**config.mk**
```make
export PLATFORM = sky130hd
export DESIGN_NAME = reload_timer_bank_unit
export DESIGN_NICKNAME = d
export VERILOG_FILES = /design/src/rtb_pkg.sv /design/src/reload_timer_bank_unit.sv /design/src/rtb_front.sv /design/src/rtb_back.sv
export SDC_FILE = /design/constraint.sdc
export NUM_CORES = 2
export LEC_CHECK = 0
export BUFFER_PORTS_ARGS = -buffer_cell sky130_fd_sc_hd__buf_2
export CAP_MARGIN = 20
export CORE_ASPECT_RATIO = 1.1
export CORE_MARGIN = 2
export CORE_UTILIZATION = 45
export CTS_BUF_LIST = sky130_fd_sc_hd__clkbuf_4 sky130_fd_sc_hd__clkbuf_8
export CTS_CLUSTER_DIAMETER = 200
export DETAILED_ROUTE_END_ITERATION = 10
export GPL_TIMING_DRIVEN = 0
export MAX_ROUTING_LAYER = met4
export SYNTH_ARGS = -nofsm -noshare
export SYNTH_HDL_FRONTEND = slang
export SYNTH_SLANG_ARGS = --single-unit
```
**constraint.sdc**
```tcl
create_clock -name clk_i -period 6.58 [get_ports clk_i]
set_clock_uncertainty 0.2 [all_clocks]
set_input_delay 0.658 -clock clk_i [delete_from_list [all_inputs] [get_ports clk_i]]
set_output_delay 0.658 -clock clk_i [all_outputs]
set_load 0.05 [all_outputs]
```
**src/rtb_pkg.sv**
```systemverilog
// Package for the reload timer bank: sizes, command codes and the queue entry type.
// No dependencies.
package rtb_pkg;
  localparam int NumTimers = 16;
  localparam int IdxW = (NumTimers > 1) ? $clog2(NumTimers) : 1;
  localparam int CntW = 32;
  localparam logic [CntW-1:0] NeverCount = '1;

  typedef enum logic [2:0] {
    ModeTick   = 3'd0,
    ModeStart  = 3'd1,
    ModeStop   = 3'd2,
    ModePause  = 3'd3,
    ModeResume = 3'd4
  } mode_e;

  typedef struct packed {
    mode_e           mode;
    logic [3:0]      idx;
    logic [CntW-1:0] count;
    logic [CntW-1:0] interval;
  } cmd_t;
endpackage

```
**src/reload_timer_bank_unit.sv**
```systemverilog
// Top level of the reload timer bank: front queue plus back execution unit.
// Depends on rtb_pkg, rtb_front and rtb_back.
//
// Usage: present a request on mode_i, timer_index_i, start_count_i and
// reload_interval_i with start high; it is taken at a clock edge where busy
// is low. Requests enter a two-entry queue; busy rises only when it is full.
// Start, stop, pause and resume are executed by the back end as they are
// dequeued. A tick walks all NumTimers timers, one per cycle, and holds the
// back end for the walk, plus a flush step when the last timer expires after
// an earlier one; the timer register file is read at one index per cycle.
// Each expiry appears on expired_timer_o with expired_valid_o high for
// exactly one cycle, in ascending index order, delayed until the next expiry
// or the end of the walk; last_expiry_o marks the final expiry of a tick. A
// tick with no expiry produces nothing. The receiver cannot stall results.
// Reset sets every count and reload to never, all timers stopped and paused,
// and empties the queue.
module reload_timer_bank_unit import rtb_pkg::*; (
  input  logic        clk_i,
  input  logic        rst_ni,
  input  logic        start,
  output logic        busy,
  input  logic [2:0]  mode_i,
  input  logic [3:0]  timer_index_i,
  input  logic [31:0] start_count_i,
  input  logic [31:0] reload_interval_i,
  output logic        expired_valid_o,
  output logic [3:0]  expired_timer_o,
  output logic        last_expiry_o
);
  logic q_valid, q_pop;
  cmd_t q_data;

  rtb_front u_front (
    .clk_i, .rst_ni, .start, .busy, .mode_i, .timer_index_i,
    .start_count_i, .reload_interval_i,
    .q_valid_o(q_valid), .q_data_o(q_data), .q_pop_i(q_pop)
  );

  rtb_back u_back (
    .clk_i, .rst_ni, .q_valid_i(q_valid), .q_data_i(q_data), .q_pop_o(q_pop),
    .expired_valid_o, .expired_timer_o, .last_expiry_o
  );
endmodule

```
**src/rtb_front.sv**
```systemverilog
// Front end: accepts requests, drops invalid ones and queues the rest.
// Depends on rtb_pkg.
module rtb_front import rtb_pkg::*; (
  input  logic        clk_i,
  input  logic        rst_ni,
  input  logic        start,
  output logic        busy,
  input  logic [2:0]  mode_i,
  input  logic [3:0]  timer_index_i,
  input  logic [31:0] start_count_i,
  input  logic [31:0] reload_interval_i,
  output logic        q_valid_o,
  output cmd_t        q_data_o,
  input  logic        q_pop_i
);
  cmd_t       mem_q [2];
  logic [1:0] cnt_q, cnt_d;
  logic       wp_q, rp_q;
  logic       push, keep;

  assign busy = cnt_q[1];
  assign keep = (mode_i == ModeTick) ||
                ((mode_i <= ModeResume) && ({1'b0, timer_index_i} < 5'(NumTimers)));
  assign push = start && !busy && keep;
  assign q_valid_o = cnt_q != 2'd0;
  assign q_data_o = mem_q[rp_q];
  assign cnt_d = cnt_q + 2'(push) - 2'(q_pop_i);

  always_ff @(posedge clk_i or negedge rst_ni) begin
    if (!rst_ni) begin
      cnt_q <= '0;
      wp_q <= 1'b0;
      rp_q <= 1'b0;
    end else begin
      cnt_q <= cnt_d;
      if (push) wp_q <= !wp_q;
      if (q_pop_i) rp_q <= !rp_q;
    end
  end

  always_ff @(posedge clk_i) begin
    if (push) begin
      mem_q[wp_q] <= '{mode: mode_e'(mode_i), idx: timer_index_i,
                       count: start_count_i, interval: reload_interval_i};
    end
  end

  assert property (@(posedge clk_i) disable iff (!rst_ni) q_pop_i |-> q_valid_o)
    else $error("pop from empty queue");
  assert property (@(posedge clk_i) disable iff (!rst_ni) cnt_q <= 2'd2)
    else $error("queue overflow");
  assert property (@(posedge clk_i) disable iff (!rst_ni)
    (push && !q_pop_i) |=> cnt_q == $past(cnt_q) + 2'd1)
    else $error("push lost");
endmodule

```
**src/rtb_back.sv**
```systemverilog
// Back end: timer state, command execution and the tick walk over all timers.
// Depends on rtb_pkg.
module rtb_back import rtb_pkg::*; (
  input  logic        clk_i,
  input  logic        rst_ni,
  input  logic        q_valid_i,
  input  cmd_t        q_data_i,
  output logic        q_pop_o,
  output logic        expired_valid_o,
  output logic [3:0]  expired_timer_o,
  output logic        last_expiry_o
);
  logic [CntW-1:0] cnt_q [NumTimers];
  logic [CntW-1:0] rel_q [NumTimers];
  logic [NumTimers-1:0] act_q, pau_q;
  logic            walk_q;
  logic            flush_q;
  logic [IdxW-1:0] pos_q;
  logic            pend_q;
  logic [3:0]      pend_idx_q;
  logic            fire, lastpos, walk_start;
  logic [CntW-1:0] dec;
  logic [IdxW-1:0] ci;

  assign ci = q_data_i.idx[IdxW-1:0];
  assign walk_start = !walk_q && !flush_q && q_valid_i && q_data_i.mode == ModeTick;
  assign q_pop_o = !walk_q && !flush_q && q_valid_i;
  assign dec = cnt_q[pos_q] - 1'b1;
  assign fire = walk_q && act_q[pos_q] && !pau_q[pos_q] &&
                cnt_q[pos_q] != NeverCount && dec == '0;
  assign lastpos = pos_q == IdxW'(NumTimers - 1);

  always_ff @(posedge clk_i or negedge rst_ni) begin
    if (!rst_ni) begin
      for (int i = 0; i < NumTimers; i++) begin
        cnt_q[i] <= NeverCount;
        rel_q[i] <= NeverCount;
      end
      act_q <= '0;
      pau_q <= '1;
      walk_q <= 1'b0;
      flush_q <= 1'b0;
      pos_q <= '0;
      pend_q <= 1'b0;
      pend_idx_q <= '0;
      expired_valid_o <= 1'b0;
      expired_timer_o <= '0;
      last_expiry_o <= 1'b0;
    end else begin
      expired_valid_o <= 1'b0;
      if (walk_q) begin
        if (act_q[pos_q] && !pau_q[pos_q] && cnt_q[pos_q] != NeverCount) begin
          cnt_q[pos_q] <= fire ? rel_q[pos_q] : dec;
        end
        if (pend_q && (fire || lastpos)) begin
          expired_valid_o <= 1'b1;
          expired_timer_o <= pend_idx_q;
          last_expiry_o <= lastpos && !fire;
        end
        if (fire) begin
          pend_q <= 1'b1;
          pend_idx_q <= 4'(pos_q);
        end
        if (lastpos) begin
          walk_q <= 1'b0;
          pos_q <= '0;
          if (fire && pend_q) begin
            flush_q <= 1'b1;
          end else if (fire) begin
            pend_q <= 1'b0;
            expired_valid_o <= 1'b1;
            expired_timer_o <= 4'(pos_q);
            last_expiry_o <= 1'b1;
          end else begin
            pend_q <= 1'b0;
          end
        end else begin
          pos_q <= pos_q + 1'b1;
        end
      end else if (flush_q) begin
        flush_q <= 1'b0;
        pend_q <= 1'b0;
        expired_valid_o <= 1'b1;
        expired_timer_o <= pend_idx_q;
        last_expiry_o <= 1'b1;
      end else if (q_valid_i) begin
        unique case (q_data_i.mode)
          ModeTick: walk_q <= 1'b1;
          ModeStart: begin
            cnt_q[ci] <= q_data_i.count;
            rel_q[ci] <= (q_data_i.interval != '0) ? q_data_i.interval : NeverCount;
            pau_q[ci] <= 1'b0;
            act_q[ci] <= 1'b1;
          end
          ModeStop: act_q[ci] <= 1'b0;
          ModePause: pau_q[ci] <= 1'b1;
          ModeResume: pau_q[ci] <= 1'b0;
          default: ;
        endcase
      end
    end
  end

  assert property (@(posedge clk_i) disable iff (!rst_ni) walk_start |=> walk_q)
    else $error("tick did not start walk");
  assert property (@(posedge clk_i) disable iff (!rst_ni) (walk_q || flush_q) |-> !q_pop_o)
    else $error("pop during walk");
  assert property (@(posedge clk_i) disable iff (!rst_ni)
    (expired_valid_o && !last_expiry_o) |-> (walk_q || flush_q))
    else $error("non-final expiry outside walk");
endmodule

```
==> qor.yml <==
logic_synthesis:
  syn_nets: 4864
  synth_ff_type: "dfstp_2"
  synth.distinct_cells: 72
  ys_seq_elements: 1219
  ys_seq_area_share_pct: 57.2
  syn_avg_cell_area_sq_um: 11.9
  synth_area_sq_mm: 0.0568
  synthCells: 4781
  ys_warn_count: 0
  synth_edf_count: 142
  async_reset_ff_share_pct: 88.4
cells_and_area:
  fillerInstances: 11100
  regArea_sq_mm: 0.0325
  multi_input_comb_area_sq_mm: 0.0226
  final_util_pct: 52.7
  finalInstanceArea_sq_mm: 0.0659
  drive_above_1_share_pct: 38.2
  layout.nets: 5287
  syn_to_final_growth_pct: 16.1
  fin_cells: 7048
sta:
  fmax_ghz: 0.150
  post-route-min-period_ps: 6670
  slew_viol_final: 0
  setup_viol: 42
  rsz0062_at_grt: "true"
  worst_slack_ps: -88.0
  max_slew_margin_pct: 9.59
  hold_violations: 0
  worst_pin_slew_ps: 1360
  timing.final.crit_share_pct: 101
clock_network:
  numCtsBuffers: 205
  clock_latency_ps: 1010
  h-tree-depth: 4
  cts_tree: "yes"
  clkSinkCount: 1219
  clockBufferDepth: 3
  cts_root_buf: "clkbuf_8"
  clk_pin_slew_ps: 70
die:
  rows: 136
  start_util_pct: 45.4
  die_w_microns: 343
  core_area_sq_mm: 0.125
  die_area_sq_mm: 0.129
  boundaryPins: 81
  die_y_microns: 377
critical_path:
  cp_slowest_stage_delay_ps: 720
  critical_path_buf_inv_count: 6
  path_depth: 16
  crit_top_cell: "clkbuf_2"
  crit_path_cell_trace: "clkbuf_1, nor2_4, clkbuf_2, clkbuf_2, clkbuf_2, a22oi_1, nand2_1, nand4_1, nor4_1, a21oi_2, o22a_2, clkbuf_2, nand2_1, clkbuf_1, nand2_1, o221ai_1"
  reg2reg_to: "u_back.cnt_q[379]"
  cp-end-kind: "flip-flop"
  cpLargestDelayFamily: "buffers and inverters"
  path_max_fanout: 10
  cp-startpoint: "u_back.pos_q[2]"
  arrival_ps: 7330
  cp.required_ps: 7250
  cp-start-kind: "flip-flop"
  path_class: "flip-flop to flip-flop"
  rr_worst_depth: 16
  reg2reg_from: "u_back.pos_q[2]"
  cp-endpoint: "u_back.cnt_q[379]"
  regToRegSetupSlack_ps: -90
  crit_path_top_delay_cell: "clkbuf_1"
flow_run:
  cap_violations: 0
detailed_routing:
  antenna_left: 0
  vias_per_cell: 6.60
  routed_wl_microns: 233000
  dr_total_vias: 46500
  dr.pass1.iters: 6
  drtIter0Drc: 6002
  drc: 0
  wire_per_inst_microns: 33.1
grt:
  grt_max_degree: 174
  antenna_found_initial: 11
  overflow: 0
  grt_pass1_wl_microns: 333000
  grt_pass1_vias: 46600
  grt.total_usage_pct: 37.2
power:
  cellPowerDensity_mw_per_mm2: 544
  ir_drop_uv: 308
  total_power_uw: 35900
  power_leakage_uw: 0.0240
placement:
  place_ws_ps: -1710
  port_buffers: 80
  dpl_cell_area_sq_mm: 0.0601
  hpwl_microns: 160000
  dp.cells: 6560
  place_congestion: 1.06
run_status:
  status: "finished, violations left"
  violations: "negative setup slack"
min_path:
  hp-start: "start_count_i[29]"
  hold_path.class: "primary input to flip-flop"
==> sequential cells by signal, summed over array words and instances (netlist names), 2 cells and up, named ones only <==
| register | flops |
|---|---|
| u_front.mem_q | 142 |
| u_back.rel_q | 512 |
| u_back.pos_q | 4 |
| u_back.expired_timer_o | 4 |
| u_back.pend_idx_q | 4 |
| u_back.cnt_q | 512 |
| u_front.cnt_q | 2 |
==> worst min path at each step <==
stage / depth (start not counted) / slack, ps / endpoint
2_1_floorplan: 0 / 160 / asynchronous set/reset pin
3_3_place_gp: 2 / 260 / u_back.rel_q[114]
3_5_place_dp: 2 / 270 / u_back.rel_q[62]
4_1_cts: 2 / 130 / u_front.mem_q[0][30]
5_1_grt: 2 / 170 / u_front.mem_q[0][10]
6_report: 2 / 200 / u_front.mem_q[1][61]
==> logic make-up (layout without fill, tap and decap cells) <==
logic type,count (synthesis),after routing,synth area share (%)
compound gates,1222,1222,14.9
xor+xnor,35,35,0.540
fa+ha+maj,10,10,0.216
buf+inv,493,1092,3.58
flops,1219,1219,57.2
mux,397,397,13.4
other cells,0,12,0
simple gates,1405,1405,10.1
==> per-stage QoR <==
step / TNS [ps] / hold WS (ps)
finish: -1280 / 201
global route: -83.2 / 172
CTS: 0 / 135
detailed placement: -708860 / 272
global placement: - / 265
floorplan: 0 / 162
==> power by group <==
part           internal [uW]  switching [uW]
combinational           5270           10200
clock                   3980            3360
sequential             11700            1350
==> synth_stat cells (39+ instances only) <==
cell type	n	area share [%]
buf_2	39	0.34
o221ai_1	514	7.9
edfxtp_1	142	7.5
clkbuf_1	367	2.4
nand2_1	1152	7.6
mux2i_1	75	1.3
o21ai_0	530	4.7
a22oi_1	70	0.93
dfstp_2	1040	48
mux4_2	285	11
nor2_1	66	0.44
==> repair_timing <==
item / 4_1_cts / 5_1_grt
endpoints found under the setup margin: 524 / 510
gates resized for setup: 79 / 103
setup buffers: 9 / 9
pin swaps: 3 / 3
endpoints found under the hold margin: 217 / 0
hold buffers: 73 / 0
==> cells in the final DEF (no fill, tap or decap), drive strengths merged, types with 8 or more instances in the layout <==
cell,synthesis,routed
a211oi,8,8
a21oi,42,42
a22oi,70,70
and2,36,36
buf,96,238
clkbuf,367,706
clkinv,2,36
dfrtp,37,37
dfstp,1040,1040
diode,0,12
dlygate4sd3,0,73
edfxtp,142,142
ha,9,9
inv,28,34
mux2,33,33
mux2i,79,79
mux4,285,285
nand2,1152,1152
nand2b,11,11
nand3,24,24
nand4,26,26
nor2,66,66
nor2b,8,8
nor3,19,19
nor4,32,32
o21ai,530,530
o221ai,514,514
o31ai,10,10
xnor2,18,18
xor2,17,17
==> routing by layer <==
metal	global-route usage (%)	vias to the layer above	share of wire (%)
met2	55.1	3077	46
met1	44.3	23800	37
met3	11.4	874	11
li1	-	18800	-
met5	-	-	0
met4	23.4	0	7.1
==> area by class of cell <==
type	count	area share, %
Multi-Input combinational cell	3069	34.2
Clock inverter	44	0.459
Inverter	30	0.171
Buffer	462	3.15
Timing Repair Buffer	217	3.22
Clock buffer	339	6.28
Sequential cell	1219	49.3
Antenna cell	12	0.0455
Tap cell	1656	3.14
Note: power is estimated with default switching activity, not from simulation.
